--- src/hdl/bufp_ram.sv ---
module bufp_ram #(
  parameter int unsigned Width = 8,
  parameter int unsigned Depth = 16,
  localparam int unsigned AddrW = (Depth > 1) ? $clog2(Depth) : 1
) (
  input  logic             clk_i,
  input  logic             we_i,
  input  logic [AddrW-1:0] waddr_i,
  input  logic [Width-1:0] wdata_i,
  input  logic             re_i,
  input  logic [AddrW-1:0] raddr_i,
  output logic [Width-1:0] rdata_o
);

  logic [Width-1:0] mem [Depth];
  logic [Width-1:0] rdata_q;

  always_ff @(posedge clk_i) begin
    if (we_i) begin
      mem[waddr_i] <= wdata_i;
    end
    if (re_i) begin
      rdata_q <= mem[raddr_i];
    end
  end

  assign rdata_o = rdata_q;

endmodule

--- config.mk ---
export PLATFORM = sky130hd
export DESIGN_NAME = bufp_ram
export DESIGN_NICKNAME = d
export VERILOG_FILES = /design/src/hdl/bufp_ram.sv
export SDC_FILE = /design/constraint.sdc
export NUM_CORES = 1
export LEC_CHECK = 0
export ABC_AREA = 1
export BUFFER_PORTS_ARGS = -buffer_cell sky130_fd_sc_hd__buf_4
export CAP_MARGIN = 20
export CORE_MARGIN = 3
export CORE_UTILIZATION = 61
export CTS_CLUSTER_SIZE = 14
export DETAILED_ROUTE_END_ITERATION = 6
export HOLD_SLACK_MARGIN = 0.05
export PLACE_DENSITY = 0.88
export SYNTH_ARGS = -nofsm -noshare
export SYNTH_HDL_FRONTEND = slang
export SYNTH_SLANG_ARGS = --single-unit
--- constraint.sdc ---
create_clock -name clk_i -period 1.46 [get_ports clk_i]
set_clock_uncertainty 0.2 [all_clocks]
set_input_delay 0.146 -clock clk_i [delete_from_list [all_inputs] [get_ports clk_i]]
set_output_delay 0.146 -clock clk_i [all_outputs]
set_load 0.05 [all_outputs]
# Yosys cells after proc, flatten, opt, wreduce, memory -nomap -nowiden
# Memory sizes are Yosys's and may differ from the RTL's. A register that Yosys moved wholly into a read port is not among the register bits.
# Cells that the tools add are included.
[classes] muxes=2
[ops] operator="$mux 1" n=2
[word_totals] input_bits=19 wordCells=3 mem_bits_rw=128 ff_bits=0 mem_count=1
[mem_list] name="mem" depth=16 width=8 rd=1 rd_clocked_by_memory_dff=1 write_ports=1 line="15" source="logic [Width-1:0] mem [Depth];"

# Longest topological paths before layout
# Gate-level depths: netlist of the first run.
[logic_depth] depth_word=2 depth_mapped=8 mapped_depth_nobuf=7

# Worst setup path before layout of the first run
# Ideal clock, no wire load.
[synth_timing] path_kind="input-to-reg" from="input waddr_i[2]" to="memory mem[10][0] (enable)" required_time_ns=0.890 setup_ns=0.370 cell_stages=2 setup_slack_ns=0.163 arrival_ns=0.727 cell_sequence="nand3b_1 > nor2_1"
[synth_rtl] item="start: declaration" line="8" source="input logic [AddrW-1:0] waddr_i,"
[synth_rtl] item="end: declaration" line="15"
# Straight into the memory's write port.

# Final worst setup path of the first run
[layout_timing] from="register rdata_q[2] (netlist: rdata_o[2]), read port of mem" to="output rdata_o[2]"
[layout_rtl] item="start: declaration" line="16" source="logic [Width-1:0] rdata_q;"
[layout_rtl] item="end: declaration" line="12" source="output logic [Width-1:0] rdata_o"
# No word-level cell between the ends.

==> impl_metrics.yaml, run 1 <==
sta:
  rsz0062_at_grt: "yes"
  max_freq_mhz: 651
  hold_violations: 0
  max_slew_margin: 0.587
  finalSetupViolations: 6
  period_share: 1.05
  setup_ws_ns: -0.0766
  tightest_slew_ns: 0.619
  period_minus_slack_ns: 1.54
  final_max_slew_viol_count: 0
worst_setup_path:
  crit_path_end_kind: "primary output"
  path_buf_inv: 1
  reg2reg_to: "rdata_o[7]"
  crit_fanout: 1
  critPathLaunchType: "flop"
  cp_cell_sequence: "buf_6"
  cp.required_ns: 1.11
  slowest_stage: "edfxtp_1"
  crit_cells: 1
  path_class: "reg -> out"
  r2r_slack_ns: 0.06
  cp_data_arrival_time_ns: 1.19
  critPathTopFamily: "flip-flops"
  rr_startpoint: "mem[13][7]"
  cpPeakStageDelay_ns: 0.46
  critical_path.endpoint: "rdata_o[2]"
  startpoint: "rdata_o[2]"
  worstRegToRegCells: 6
finish:
  layout.nets: 629
  fillCellCount: 594
  antenna_cells: 0
  post-route-util: 0.758
  area.growth.synth_to_final_pct: 20.3
  postLayoutCellArea_mm2: 0.00703
  drive_above_1_share: 0.133
  fin_cells: 752
power:
  combPwrFrac: 0.072
  clkPwrFrac: 0.458
  p_sw_mw: 2.07
  vdd_drop_max_mv: 0.902
  p_leak_nw: 3.04
  intPower_mw: 7.38
  powerDensity_mw_per_mm2: 1340
  p_sw_frac: 0.219
  seqPwrFrac: 0.470
route:
  wirelength_um: 13600
  wl_per_cell_um: 18.1
  drt-pass1-iter-count: 5
  drtIter0Drc: 405
  vias_per_cell: 5.49
  drt_drc_violations_left: 0
  vias: 4130
  final_antenna_net_count: 0
grt:
  grt.overflow.total: 0
  antenna_found_initial: 0
  grt_pass1_vias: 4163
  track_usage: 0.269
  grt_pass1_wl_um: 21800
  grt_max_degree: 44
status:
  violations: "negative setup slack"
  status: "finished, violations left"
placed_design:
  post_dp_cell_area_mm2: 0.00626
  io_buffers: 26
  place_congestion: 0.918
  dpl.cell_count: 707
  pre_cts_ws_ns: -0.118
  dp_hpwl_um: 8000
synth:
  yosysSeqAreaShare: 0.698
  syn_area_mm2: 0.00585
  synth_warnings: 0
  syn_nets: 570
  netlist_instances: 551
  synth-seq-cells: 136
  syn_avg_cell_area_um2: 10.6
  ys_types: 11
cts:
  clk_pin_slew_ns: 0.06
  clk-insertion-delay-late_ns: 0.53
  cts_root_buf: "clkbuf_8"
  cts_buffers: 17
  clock_tree.buffer_depth: 2
  cts_sinks: 136
  h-tree-depth: 4
  cts_tree: "done"
job:
  maxCapViolCount: 0
floorplan:
  start_util: 0.630
  coreArea_mm2: 0.00928
  rows: 35
  die_y_um: 104
  ios: 27
  die-area_mm2: 0.0108
  chipWidth_um: 104
worst_hold_path:
  hold_class: "in -> reg"
[how the worst min path moves through the flow]
stage	startpoint	endpoint	slack, ns	cells after the start
final	raddr_i[0]	rdata_o[1]	0.07	6
after global routing	waddr_i[0]	mem[9][3]	0.12	4
after CTS	raddr_i[0]	rdata_o[1]	0.06	6
after detailed placement	re_i	rdata_o[3]	0.26	1
after global placement	re_i	rdata_o[3]	0.25	1
after floorplan	wdata_i[0]	mem[0][0]	0.04	0
[cells by family after synthesis]
kind of cell           Yosys count  share of synthesized area
flip-flops                     136                      0.698
buffers and inverters          126                     0.0939
AND/OR/NAND/NOR                289                      0.208
[repair_timing]
action | 4_1_cts | 5_1_grt
pin swaps | 0 | 1
setup buffers | 0 | 0
hold endpoints to repair | 176 | 0
endpoints found under the setup margin | 7 | 30
hold buffers | 14 | 0
resized for setup | 7 | 4
[flip-flops by register name (all words and copies together) (netlist names)]
register and cells:
mem 128, rdata_o 8
[routing by layer]
| metal | vias up | track usage | part of all wire |
|---|---|---|---|
| met5 | - | 0 | 0 |
| met4 | 0 | 0.104 | 0.021 |
| met3 | 37 | 0.0646 | 0.10 |
| met2 | 256 | 0.448 | 0.51 |
| met1 | 1943 | 0.343 | 0.37 |
| li1 | 1894 | - | - |
[area by class of cell]
cell class / count / area (um2) / share of cell area
clock buffers: 18 / 418 / 0.0594
well taps: 129 / 161 / 0.0229
flip-flops and latches: 136 / 4080 / 0.581
repair buffers: 64 / 587 / 0.0834
multi-input cells: 289 / 1220 / 0.173
inverters: 102 / 383 / 0.0544
clock inverters: 14 / 181 / 0.0258
[layout by cell type, fill, tap and decap left out]
| cell type | Yosys | layout |
|---|---|---|
| buf_12 | 0 | 3 |
| buf_4 | 4 | 38 |
| buf_6 | 6 | 9 |
| bufinv_16 | 0 | 4 |
| clkbuf_1 | 0 | 1 |
| clkbuf_16 | 0 | 16 |
| clkbuf_8 | 0 | 1 |
| clkinv_1 | 0 | 2 |
| clkinv_2 | 0 | 3 |
| clkinv_4 | 0 | 1 |
| clkinvlp_4 | 0 | 4 |
| dlygate4sd3_1 | 0 | 14 |
| edfxtp_1 | 136 | 136 |
| inv_1 | 100 | 100 |
| inv_2 | 2 | 2 |
| nand2_1 | 173 | 173 |
| nand3_1 | 97 | 97 |
| nand3b_1 | 2 | 2 |
| nor2_1 | 17 | 15 |
| nor2_2 | 0 | 2 |
[synth_stat cells (all sizes together)]
cell type | count | area [um2]
edfxtp | 136 | 4080
nand2 | 173 | 649
buf | 24 | 166
nand3 | 97 | 485
nand3b | 2 | 15.0
nor2 | 17 | 63.8
inv | 102 | 383
[power groups by stage]
stage          clock network, mW  logic, mW  registers [mW]
5_1_grt                     4.53      0.733            4.44
6_report                    4.33      0.677            4.44
2_1_floorplan                  0      0.308            4.57
4_1_cts                     4.35      0.671            4.43
3_3_place_gp                   0      0.597            4.51
3_5_place_dp                   0      0.618            4.51
[through the flow]
stage / power [mW] / hold WS, ns / setup TNS [ns]
after floorplan: 4.87 / 0.0449 / 0
after global placement: 5.10 / 0.246 / -0.340
after detailed placement: 5.13 / 0.255 / -0.452
after CTS: 9.45 / 0.0647 / -0.226
after global routing: 9.70 / 0.120 / -0.293
final: 9.44 / 0.0700 / -0.238
(Power assumes the default switching activity.)
==> inputs of run 2 (changes only) <==
--- a/config.mk
+++ b/config.mk
@@ -9,11 +9,12 @@
 export BUFFER_PORTS_ARGS = -buffer_cell sky130_fd_sc_hd__buf_4
 export CAP_MARGIN = 20
 export CORE_MARGIN = 3
-export CORE_UTILIZATION = 61
+export CORE_UTILIZATION = 50
 export CTS_CLUSTER_SIZE = 14
 export DETAILED_ROUTE_END_ITERATION = 6
+export GPL_TIMING_DRIVEN = 0
 export HOLD_SLACK_MARGIN = 0.05
-export PLACE_DENSITY = 0.88
+export PLACE_DENSITY = 0.76
 export SYNTH_ARGS = -nofsm -noshare
 export SYNTH_HDL_FRONTEND = slang
 export SYNTH_SLANG_ARGS = --single-unit
==> run 2 against run 1 <==
  * The flow now finishes without violations
  * Cell area decreased by 1.3%
  * Maximum frequency increased by 9.7%
  * Global-route usage decreased by 3.7 points
  * Non-clock buffer count decreased by 6
  * Core utilization decreased by 13 points
  * Combinational power about the same
  * Clock-buffer cell count increased by 1
  * Die area increased by 21%
  * Critical path type is now in -> reg
==> impl_metrics.yaml, run 2 (same netlist as run 1, synthesis figures left out) <==
status:
  status: "completed"
cts:
  cts_buffers: 17
  cts_sinks: 136
  clk_pin_slew_ns: 0.06
  clk-insertion-delay-late_ns: 0.42
  clock_tree.buffer_depth: 2
  cts_tree: "done"
  h-tree-depth: 4
  cts_setup_buffers: 0
  cts_root_buf: "clkbuf_16"
worst_setup_path:
  startpoint: "waddr_i[2]"
  cp_data_arrival_time_ns: 1.25
  worstRegToRegCells: 6
  critPathTopFamily: "simple AND/OR/NAND/NOR gates"
  cp_cell_sequence: "buf_4 > nand3b_1 > nor2_1"
  path_buf_inv: 1
  cpPeakStageDelay_ns: 0.71
  path_class: "in -> reg"
  crit_cells: 3
  critical_path.endpoint: "mem[9][4]"
  reg2reg_to: "rdata_o[3]"
  slowest_stage: "nor2_1"
  cp.required_ns: 1.30
  rr_startpoint: "mem[0][3]"
  crit_fanout: 8
  r2r_slack_ns: 0.09
  crit_path_end_kind: "flop"
  critPathLaunchType: "input port"
floorplan:
  start_util: 0.526
  die_y_um: 114
  rows: 38
  chipWidth_um: 114
  ios: 27
  coreArea_mm2: 0.0111
  die-area_mm2: 0.0130
finish:
  layout.nets: 623
  layout.cells.most_common: "nand2_1"
  largest_register: "mem"
  fin_cells: 757
  postLayoutCellArea_mm2: 0.00694
  drive_above_1_share: 0.128
  fillCellCount: 859
  largest_reg_flops: 128
  area.growth.synth_to_final_pct: 18.7
  mostFrequentLayoutCells: "nand2_1 (173), edfxtp_1 (136), inv_1 (100), nand3_1 (97), buf_4 (27)"
  antenna_cells: 0
route:
  wirelength_um: 14300
  drt_drc_violations_left: 0
  final_antenna_net_count: 0
  vias: 4086
  drtIter0Drc: 403
  drt-pass1-iter-count: 5
  wl_per_cell_um: 18.8
  vias_per_cell: 5.40
sta:
  period_minus_slack_ns: 1.40
  max_slew_margin: 0.431
  tightest_slew_ns: 0.851
  hold_violations: 0
  period_share: 0.960
  final_max_slew_viol_count: 0
  setup_ws_ns: 0.0588
  rsz0062_at_grt: "no"
  finalSetupViolations: 0
  max_freq_mhz: 714
grt:
  grt_pass1_vias: 4041
  grt.overflow.total: 0
  grt_pass1_wl_um: 22000
  antenna_found_initial: 0
  track_usage: 0.232
  grt_max_degree: 17
power:
  finalPower_mw: 9.71
  p_leak_nw: 2.99
  powerDensity_mw_per_mm2: 1400
  vdd_drop_max_mv: 0.708
placed_design:
  place_congestion: 0.929
  io_buffers: 23
  dp_hpwl_um: 9250
  post_dp_cell_area_mm2: 0.00619
  dpl.cell_count: 714
  pre_cts_ws_ns: -0.365
worst_hold_path:
  hold_class: "in -> reg"
job:
  maxCapViolCount: 0
## run 2: changes by cell type in the layout (fill, tap and decap cells not counted), sizes merged
cell / change
buf: -3
dlygate4sd3: -3
clkbuf: +1
clkinv: -3
bufinv: +1
clkinvlp: +1
## run 2: layout make-up
class,count,area (um2),area share
clock buffers,19,433,0.0624
multi-input cells,289,1220,0.175
plain buffers,24,166,0.0240
flip-flops and latches,136,4080,0.588
inverters,102,383,0.0551
clock inverters,13,203,0.0292
well taps,140,175,0.0252
repair buffers,34,283,0.0407
## run 2: per-layer routing
metal | part of all wire | global-route usage
met1 | 0.39 | 0.307
met2 | 0.48 | 0.371
met3 | 0.11 | 0.0603
met4 | 0.021 | 0.0895
met5 | 0 | 0
## run 2: worst min-delay path by stage
| stage | slack (ns) | cells past startpoint | startpoint | to |
|---|---|---|---|---|
| after global routing | 0.10 | 4 | raddr_i[2] | rdata_o[0] |
| final | 0.06 | 4 | raddr_i[2] | rdata_o[0] |
| after global placement | 0.22 | 1 | re_i | rdata_o[3] |
| after detailed placement | 0.24 | 1 | re_i | rdata_o[7] |
| after floorplan | 0.04 | 0 | wdata_i[0] | mem[0][0] |
| after CTS | 0.05 | 4 | raddr_i[2] | rdata_o[0] |
## run 2: power by group
group          total, mW  internal, mW  switching, mW  leakage (nW)
clock network       4.61          3.01           1.60         0.295
registers           4.42          4.40         0.0220          1.24
logic              0.679         0.207          0.472          1.46
## run 2: worst min-delay path: stages
cell     delay [ns]
buf_2          0.13
nand3_1        0.10
nand3_1        0.09
nand2_1        0.10
## run 2: timing repair
action,CTS,global route
endpoints found under the setup margin,0,8
hold endpoints to repair,139,0
resized for setup,0,1
hold buffers,11,0
## run 2: stage by stage
step | util | TNS (ns) | hold slack, ns
after floorplan | - | 0 | 0.0449
after global placement | 0.557 | -31.08 | 0.222
after detailed placement | 0.557 | -35.95 | 0.235
after CTS | 0.624 | 0 | 0.0523
after global routing | 0.624 | 0 | 0.105
final | 0.624 | 0 | 0.0610
